===== config.mk =====
export PLATFORM = sky130hd
export DESIGN_NAME = hpcf_alu
export DESIGN_NICKNAME = d
export VERILOG_FILES = /design/src/sv/hpcf_pkg.sv /design/src/sv/hpcf_alu.sv
export SDC_FILE = /design/constraint.sdc
export NUM_CORES = 2
export LEC_CHECK = 0
export ABC_AREA = 1
export BUFFER_PORTS_ARGS = -buffer_cell sky130_fd_sc_hd__buf_2
export CORE_MARGIN = 1
export CORE_UTILIZATION = 40
export DETAILED_ROUTE_END_ITERATION = 7
export PLACE_DENSITY = 0.58
export SYNTH_ARGS = -nofsm -noshare
export SYNTH_HDL_FRONTEND = slang
export SYNTH_SLANG_ARGS = --single-unit

===== constraint.sdc =====
create_clock -name clk -period 8.9 [get_ports clk]
set_input_delay 0.445 -clock clk [delete_from_list [all_inputs] [get_ports clk]]
set_output_delay 0.445 -clock clk [all_outputs]
set_load 0.1 [all_outputs]

===== src/sv/hpcf_pkg.sv =====
// hpcf_pkg: shared types, opcodes and fixed-point helpers for the Hertz pair contact block.
// Used by hpcf_alu and hertz_pair_contact_force_top; no dependencies.
package hpcf_pkg;

  // shared unit opcodes
  localparam logic [1:0] OP_MUL  = 2'd0;
  localparam logic [1:0] OP_DIV  = 2'd1;
  localparam logic [1:0] OP_SQRT = 2'd2;

  // register indexes
  localparam logic [1:0] REG_MODULUS  = 2'd0;
  localparam logic [1:0] REG_DAMPING  = 2'd1;
  localparam logic [1:0] REG_FRICTION = 2'd2;

  localparam logic [19:0] MODULUS_RST  = 20'd109890;
  localparam logic [15:0] DAMPING_RST  = 16'd6554;
  localparam logic [15:0] FRICTION_RST = 16'd6554;

  // floor(2^32/48) and 2^40/sqrt(1e9)
  localparam logic [63:0] KQ48 = 64'd89478485;
  localparam logic [63:0] CQ   = 64'd34769611;
  localparam logic [63:0] FCAP = 64'h3FFF_FFFF_FFFF_FFFF;

  typedef struct packed {
    logic        start;
    logic [1:0]  op;
    logic [63:0] a;
    logic [63:0] b;
  } alu_req_t;

  typedef struct packed {
    logic        done;
    logic [63:0] lo;
    logic [63:0] hi;
  } alu_rsp_t;

  // (product >> sh) clipped to FCAP; bit 64 flags the clip
  function automatic logic [64:0] mulsh(logic [127:0] p, logic [5:0] sh);
    logic [127:0] s;
    s = p >> sh;
    if (s[127:62] != '0) return {1'b1, FCAP};
    return {1'b0, s[63:0]};
  endfunction

  function automatic logic signed [63:0] signed_of(logic [63:0] m, logic neg);
    return neg ? -$signed(m) : $signed(m);
  endfunction

endpackage


===== src/sv/hpcf_alu.sv =====
// hpcf_alu: shared iterative unit - 64x64 multiply from 32x32 partials,
// restoring 64-bit divide and 32-bit-root square root. Depends on hpcf_pkg.
module hpcf_alu import hpcf_pkg::*; (
  input  logic     clk,
  input  logic     rst,
  input  alu_req_t req,
  output alu_rsp_t rsp
);

  logic         busy;
  logic         done;
  logic [1:0]   op_r;
  logic [5:0]   cnt;
  logic [63:0]  a_r;
  logic [63:0]  b_r;
  logic [63:0]  num;
  logic [127:0] acc;
  logic [63:0]  prod;
  logic [1:0]   psh;
  logic [63:0]  quo;
  logic [64:0]  rem;
  logic [35:0]  srem;
  logic [31:0]  root;
  logic         last_step;
  logic [31:0]  pa;
  logic [31:0]  pb;
  logic [127:0] part;
  logic [64:0]  rem_sh;
  logic [35:0]  srem_sh;
  logic [35:0]  trial;

  always_comb begin
    unique case (op_r)
      OP_MUL:  last_step = (cnt == 6'd4);
      OP_DIV:  last_step = (cnt == 6'd63);
      OP_SQRT: last_step = (cnt == 6'd31);
      default: last_step = 1'b1;
    endcase
    pa      = cnt[0] ? a_r[63:32] : a_r[31:0];
    pb      = cnt[1] ? b_r[63:32] : b_r[31:0];
    case (psh)
      2'd0:    part = 128'(prod);
      2'd3:    part = 128'(prod) << 64;
      default: part = 128'(prod) << 32;
    endcase
    rem_sh  = {rem[63:0], num[63]};
    srem_sh = {srem[33:0], num[63:62]};
    trial   = {2'b00, root, 2'b01};
  end

  always_ff @(posedge clk) begin
    if (rst) begin
      busy <= 1'b0;
      done <= 1'b0;
      op_r <= OP_MUL;
      cnt  <= '0;
    end else begin
      done <= 1'b0;
      if (req.start) begin
        busy <= 1'b1;
        op_r <= req.op;
        cnt  <= '0;
      end else if (busy) begin
        cnt <= cnt + 6'd1;
        if (last_step) begin
          busy <= 1'b0;
          done <= 1'b1;
        end
      end
    end
  end

  always_ff @(posedge clk) begin
    if (req.start) begin
      a_r  <= req.a;
      b_r  <= req.b;
      num  <= req.a;
      acc  <= '0;
      quo  <= '0;
      rem  <= '0;
      srem <= '0;
      root <= '0;
    end else if (busy) begin
      unique case (op_r)
        OP_MUL: begin
          if (cnt < 6'd4) begin
            prod <= 64'(pa) * 64'(pb);
            psh  <= cnt[1:0];
          end
          if (cnt != 6'd0) acc <= acc + part;
        end
        OP_DIV: begin
          num <= num << 1;
          if (rem_sh >= {1'b0, b_r}) begin
            rem <= rem_sh - {1'b0, b_r};
            quo <= {quo[62:0], 1'b1};
          end else begin
            rem <= rem_sh;
            quo <= {quo[62:0], 1'b0};
          end
        end
        OP_SQRT: begin
          num <= num << 2;
          if (srem_sh >= trial) begin
            srem <= srem_sh - trial;
            root <= {root[30:0], 1'b1};
          end else begin
            srem <= srem_sh;
            root <= {root[30:0], 1'b0};
          end
        end
        default: begin
          acc <= acc;
        end
      endcase
    end
  end

  always_comb begin
    rsp.done = done;
    rsp.hi   = acc[127:64];
    unique case (op_r)
      OP_DIV:  rsp.lo = quo;
      OP_SQRT: rsp.lo = 64'(root);
      default: rsp.lo = acc[63:0];
    endcase
  end

endmodule


**Word-level counts from Yosys, hierarchy flattened**

Cells that the tools add are included.

- Add/sub/neg operators: 4
- Multipliers: 1
- $lt $le $gt $ge: 3
- Equality and inequality tests: 6
- Mux-type cells: 16
- Bitwise operators: 2
- Reduce and logical (&&, ||, !) cells: 12

Operators with widths:

| kind | number |
|---|---|
| $pmux 128 s2 | 1 |
| $pmux 64 s2 | 2 |
| $mux 64 | 3 |
| $add 128x128->128 | 1 |
| $ge 65x64->1 | 1 |
| $mul 32x32->64 | 1 |
| $mux 32 | 2 |
| $sub 64x64->64 | 1 |
| $ge 36x34->1 | 1 |
| $mux 34 | 1 |
| $sub 34x34->34 | 1 |
| $add 6x1->6 const B | 1 |
| $eq 6x3->1 const B | 1 |
| $eq 6x5->1 const B | 1 |
| $eq 6x6->1 const B | 1 |
| $lt 6x3->1 const B | 1 |
| $mux 1 | 6 |
| $reduce_and 2->1 | 3 |
| $reduce_bool 6->1 | 1 |
| $eq 2x2->1 const B | 2 |
| $logic_not 2->1 | 2 |
| $reduce_and 4->1 | 1 |
| $pmux 1 s3 | 1 |
| $reduce_and 3->1 | 1 |
| other kinds (6) | 7 |

- Register bits after elaboration: 590
- Input bits: 133

**Longest topological paths before layout**

- Depth in word-level cells: 5
- Depth in mapped cells: 36
- Mapped depth without buffers: 33

**Least setup slack after synthesis**

OpenSTA, ideal clock, no wires.

- Path type: reg-to-reg
- Start: register cnt[0]
- End: register prod[40] (data pin)
- Setup time: 0.252 ns
- Arrival: 7.180 ns
- Data required time: 8.648 ns
- Slack: 1.468 ns
- Cell stages (with the launch flop): 33
- Path buffers: 3
- Clock period less this slack: 7.432 ns
- Cell sequence: dfxtp_1 -> inv_1 -> clkbuf_1 -> or2_2 -> o21ai_0 -> clkbuf_1 -> buf_2 -> nor2_1 -> fa_1 -> inv_1 -> fa_1 -> inv_1 -> fa_1 -> inv_1 -> fa_1 -> inv_1 -> fa_1 -> fa_1 -> fa_1 -> inv_1 -> fa_1 -> inv_1 -> ha_1 -> nand2_1 -> nor2_1 -> inv_1 -> nor2_1 -> inv_1 -> o21ai_0 -> a21oi_1 -> or2_2 -> nand3_1 -> nand2_1

- Word-level cells in the longest chain between the ends: 2

RTL lines:

| element | RTL line | RTL |
|---|---|---|
| start, declared | hpcf_alu.sv:13 | `logic [5:0] cnt;` |
| start signal, assigned | hpcf_alu.sv:64 | `cnt <= cnt + 6'd1;` |
| $mux 32 | hpcf_alu.sv:39 | `pa = cnt[0] ? a_r[63:32] : a_r[31:0];` |
| $mul 32x32->64 | hpcf_alu.sv:87 | `prod <= 64'(pa) * 64'(pb);` |
| end signal, assigned | hpcf_alu.sv:87 |  |
| end, declared | hpcf_alu.sv:18 | `logic [63:0] prod;` |

Every way passes these cells.
A chain may end at the register's enable or synchronous reset.

**Final worst setup path**

- Start: register cnt[1]
- End: register prod[61] (data pin)

- Word-level cells in the longest chain between the ends: 2

RTL lines:

| element | RTL line | RTL |
|---|---|---|
| $mux 32 | hpcf_alu.sv:40 | `pb = cnt[1] ? b_r[63:32] : b_r[31:0];` |
| $mul 32x32->64 | hpcf_alu.sv:87 |  |

Every way passes these cells.

==> flow_metrics.py <==
metrics = {
    "route": {
        "ant_nets": 0,
        "drtPass1Iterations": 8,
        "drtIter0Drc": 8161,
        "routed_via_density": 5.268,
        "wl_per_cell_um": 24.77,
        "routed_wl_mm": 360.7,
        "drc": 1,
        "vias": 76710,
    },
    "yosys": {
        "syn-instance-count": 11630,
        "yosys.cell_types.count": 51,
        "yosys-top-cells-area": "fa_1 23%, nand2_1 14%, inv_1 12%, edfxtp_1 9.8%, dfxtp_1 8.4%",
        "synth_edf_count": 258,
        "async_flop_share_pct": 0,
        "syn_avg_cell_area_um2": 6.808,
        "synth_most_common_cell": "nand2_1",
        "yosysTopAreaCell": "fa_1",
        "yosys_most_used_dff": "dfxtp_1",
        "yosys-top-cells-count": "2,993 x nand2_1, 2,537 x inv_1, 1,559 x nor2_1",
        "ys_ff_latch": 590,
        "yosysWarnings": 0,
        "synth_top_area_share_pct": 22.70,
        "syn-num-nets": 13160,
        "synth_area_um2": 79180,
        "seq_area_frac_synth_pct": 18.18,
    },
    "layout": {
        "nets": 13390,
        "final-seq-area_um2": 14400,
        "nFillCells": 20720,
        "area_growth_pct": 10.73,
        "stdcell_count": 14560,
        "drive_above_1_share_pct": 6.094,
        "multi_input_area_um2": 53420,
    },
    "setup_path": {
        "path_delay_family": "adder cells",
        "path_class": "flop to flop",
        "worst_setup_path_end_kind": "flop",
        "worstPathRequired_ns": 9.33,
        "crit_top_cell": "fa_1",
        "cp_slowest_cell": "fa_1",
        "crit_buf_inv": 6,
        "critPathMaxStageDelay_ns": 0.68,
        "path_max_fanout": 39,
        "cp.arrival_ns": 9.13,
        "start_kind": "flop",
    },
    "sta": {
        "rsz0062_at_grt": "no",
        "min_period_ns": 8.699,
        "hold_viol": 0,
        "slew_headroom_pct": 17.09,
        "tightestPinTransition_ns": 1.241,
        "final-setup-viol-count": 0,
        "finalSetupTns_ns": 0,
        "fmax_mhz": 115.0,
        "final_max_slew_viol_count": 0,
        "skew_ns": 0.1023,
        "timing.final.crit_share_pct": 97.74,
    },
    "clock_tree": {
        "clockRootBuffer": "clkbuf_16",
        "cts.clk_slew.worst_paths_ns": 0.06,
        "clock-sinks": 590,
        "tritoncts": "yes",
        "clk_latency_ns": 0.78,
        "htree_levels": 3,
        "cts_made_buffers": 80,
        "clockBufferDepth": 3,
    },
    "global_route": {
        "grt_pass1_vias": 74360,
        "grt_max_degree": 175,
        "overflow": 0,
        "grt_use_total_pct": 35.76,
        "antenna_found_initial": 16,
        "grt_pass1_wl_mm": 515.6,
    },
    "placement": {
        "gp_congestion": 1.004,
        "dp_cells": 14270,
        "hpwl_mm": 298.4,
        "io_buffers": 261,
    },
    "worst_hold_path": {
        "hold_class": "input pin to flop",
    },
    "status": {
        "violations": "DRC",
        "run_status": "finished, violations left",
    },
    "floorplanning": {
        "die_x_um": 446.9,
        "start_util_pct": 40.44,
        "die_area_um2": 199700,
        "rows": 162,
        "io_pins": 262,
        "die-height_um": 446.9,
        "coreArea_um2": 195800,
    },
    "flow_run": {
        "drv_cap": 0,
    },
}
==> flip-flops by register name (all words and copies together), names as in the netlist, 32 cells and up <==
register and count:
quo 64, prod 64, b_r 64, srem 34, acc 128, a_r 64, num 64, root 32
rem 64
==> logic make-up after synthesis <==
| family | count (synthesis) | synth area share (%) |
|---|---|---|
| adder cells (fa/ha/maj) | 1394 | 30.54 |
| AND/OR/NAND/NOR | 5240 | 26.34 |
| buffers and inverters | 3004 | 14.70 |
| XOR/XNOR | 160 | 1.770 |
| flip-flops | 590 | 18.18 |
| AO/OA/AOI/OAI | 1243 | 8.462 |
==> cells in the final DEF, fill, tap and decap left out, types with 16 or more instances in the layout <==
master / count
clkinv_2: 16
inv_1: 2532
edfxtp_1: 258
buf_2: 260
o21ai_0: 372
dfxtp_1: 330
clkinv_1: 36
or2_2: 35
o21ai_2: 51
a21oi_1: 562
ha_1: 492
nor3_1: 76
a21o_1: 18
inv_2: 18
o22ai_1: 96
nor2_1: 1557
buf_4: 171
a31oi_1: 19
nand3b_1: 53
o21bai_1: 48
clkbuf_16: 82
o21ai_1: 19
nand3_1: 432
nand2_1: 2989
nand4_1: 31
dlygate4sd3_1: 129
fa_1: 898
xor2_1: 123
xnor2_1: 37
==> cell type report <==
class                      count  share of cell area (%)
clock inverter                52                  0.6479
clock buffer                  97                   2.473
inverter                    2581                   11.07
multi-input combinational   8037                   60.92
timing repair buffer         572                   4.698
antenna                        8                 0.02283
tap                         2624                   3.745
sequential                   590                   16.42
==> final timing paths <==
check | to | start | slack, ns | cells past startpoint
worst max register to register | prod[61] | cnt[1] | 0.20 | 25
worst min-delay path | rem[21] | req[130] | 0.08 | 2
worst max-delay path | prod[61] | cnt[1] | 0.20 | 25
worst min register to register | srem[33] | srem[33] | 0.45 | 2
==> metal layers <==
layer / up-vias / global-route usage (%) / share of wire [%]
li1: 35510 / - / -
met3: 609 / 5.170 / 8.1
met4: 10 / 14.25 / 4.6
met2: 3309 / 55.32 / 44
met5: - / 0 / 0.014
met1: 37280 / 50.06 / 44
==> through the flow <==
step	util [%]	setup slack (ns)	area (um^2)	hold slack, ns
after floorplan	-	1.468	79180	0.4265
final	44.78	0.2014	87680	0.07895
after global routing	44.77	0.1253	87670	0.05651
after global placement	42.68	0.1345	83570	0.4420
after CTS	44.74	0.05832	87600	0.02082
after detailed placement	42.68	0.1060	83570	0.4415
==> what timing repair did <==
action	in CTS	in global routing
setup buffers	0	1
gates resized for setup	0	8
hold endpoints to repair	132	0
endpoints found under the setup margin	0	7
hold buffers	129	0
Power is not shown: default switching activity piles up to over one toggle a cycle in this logic, so the estimate is an artifact.
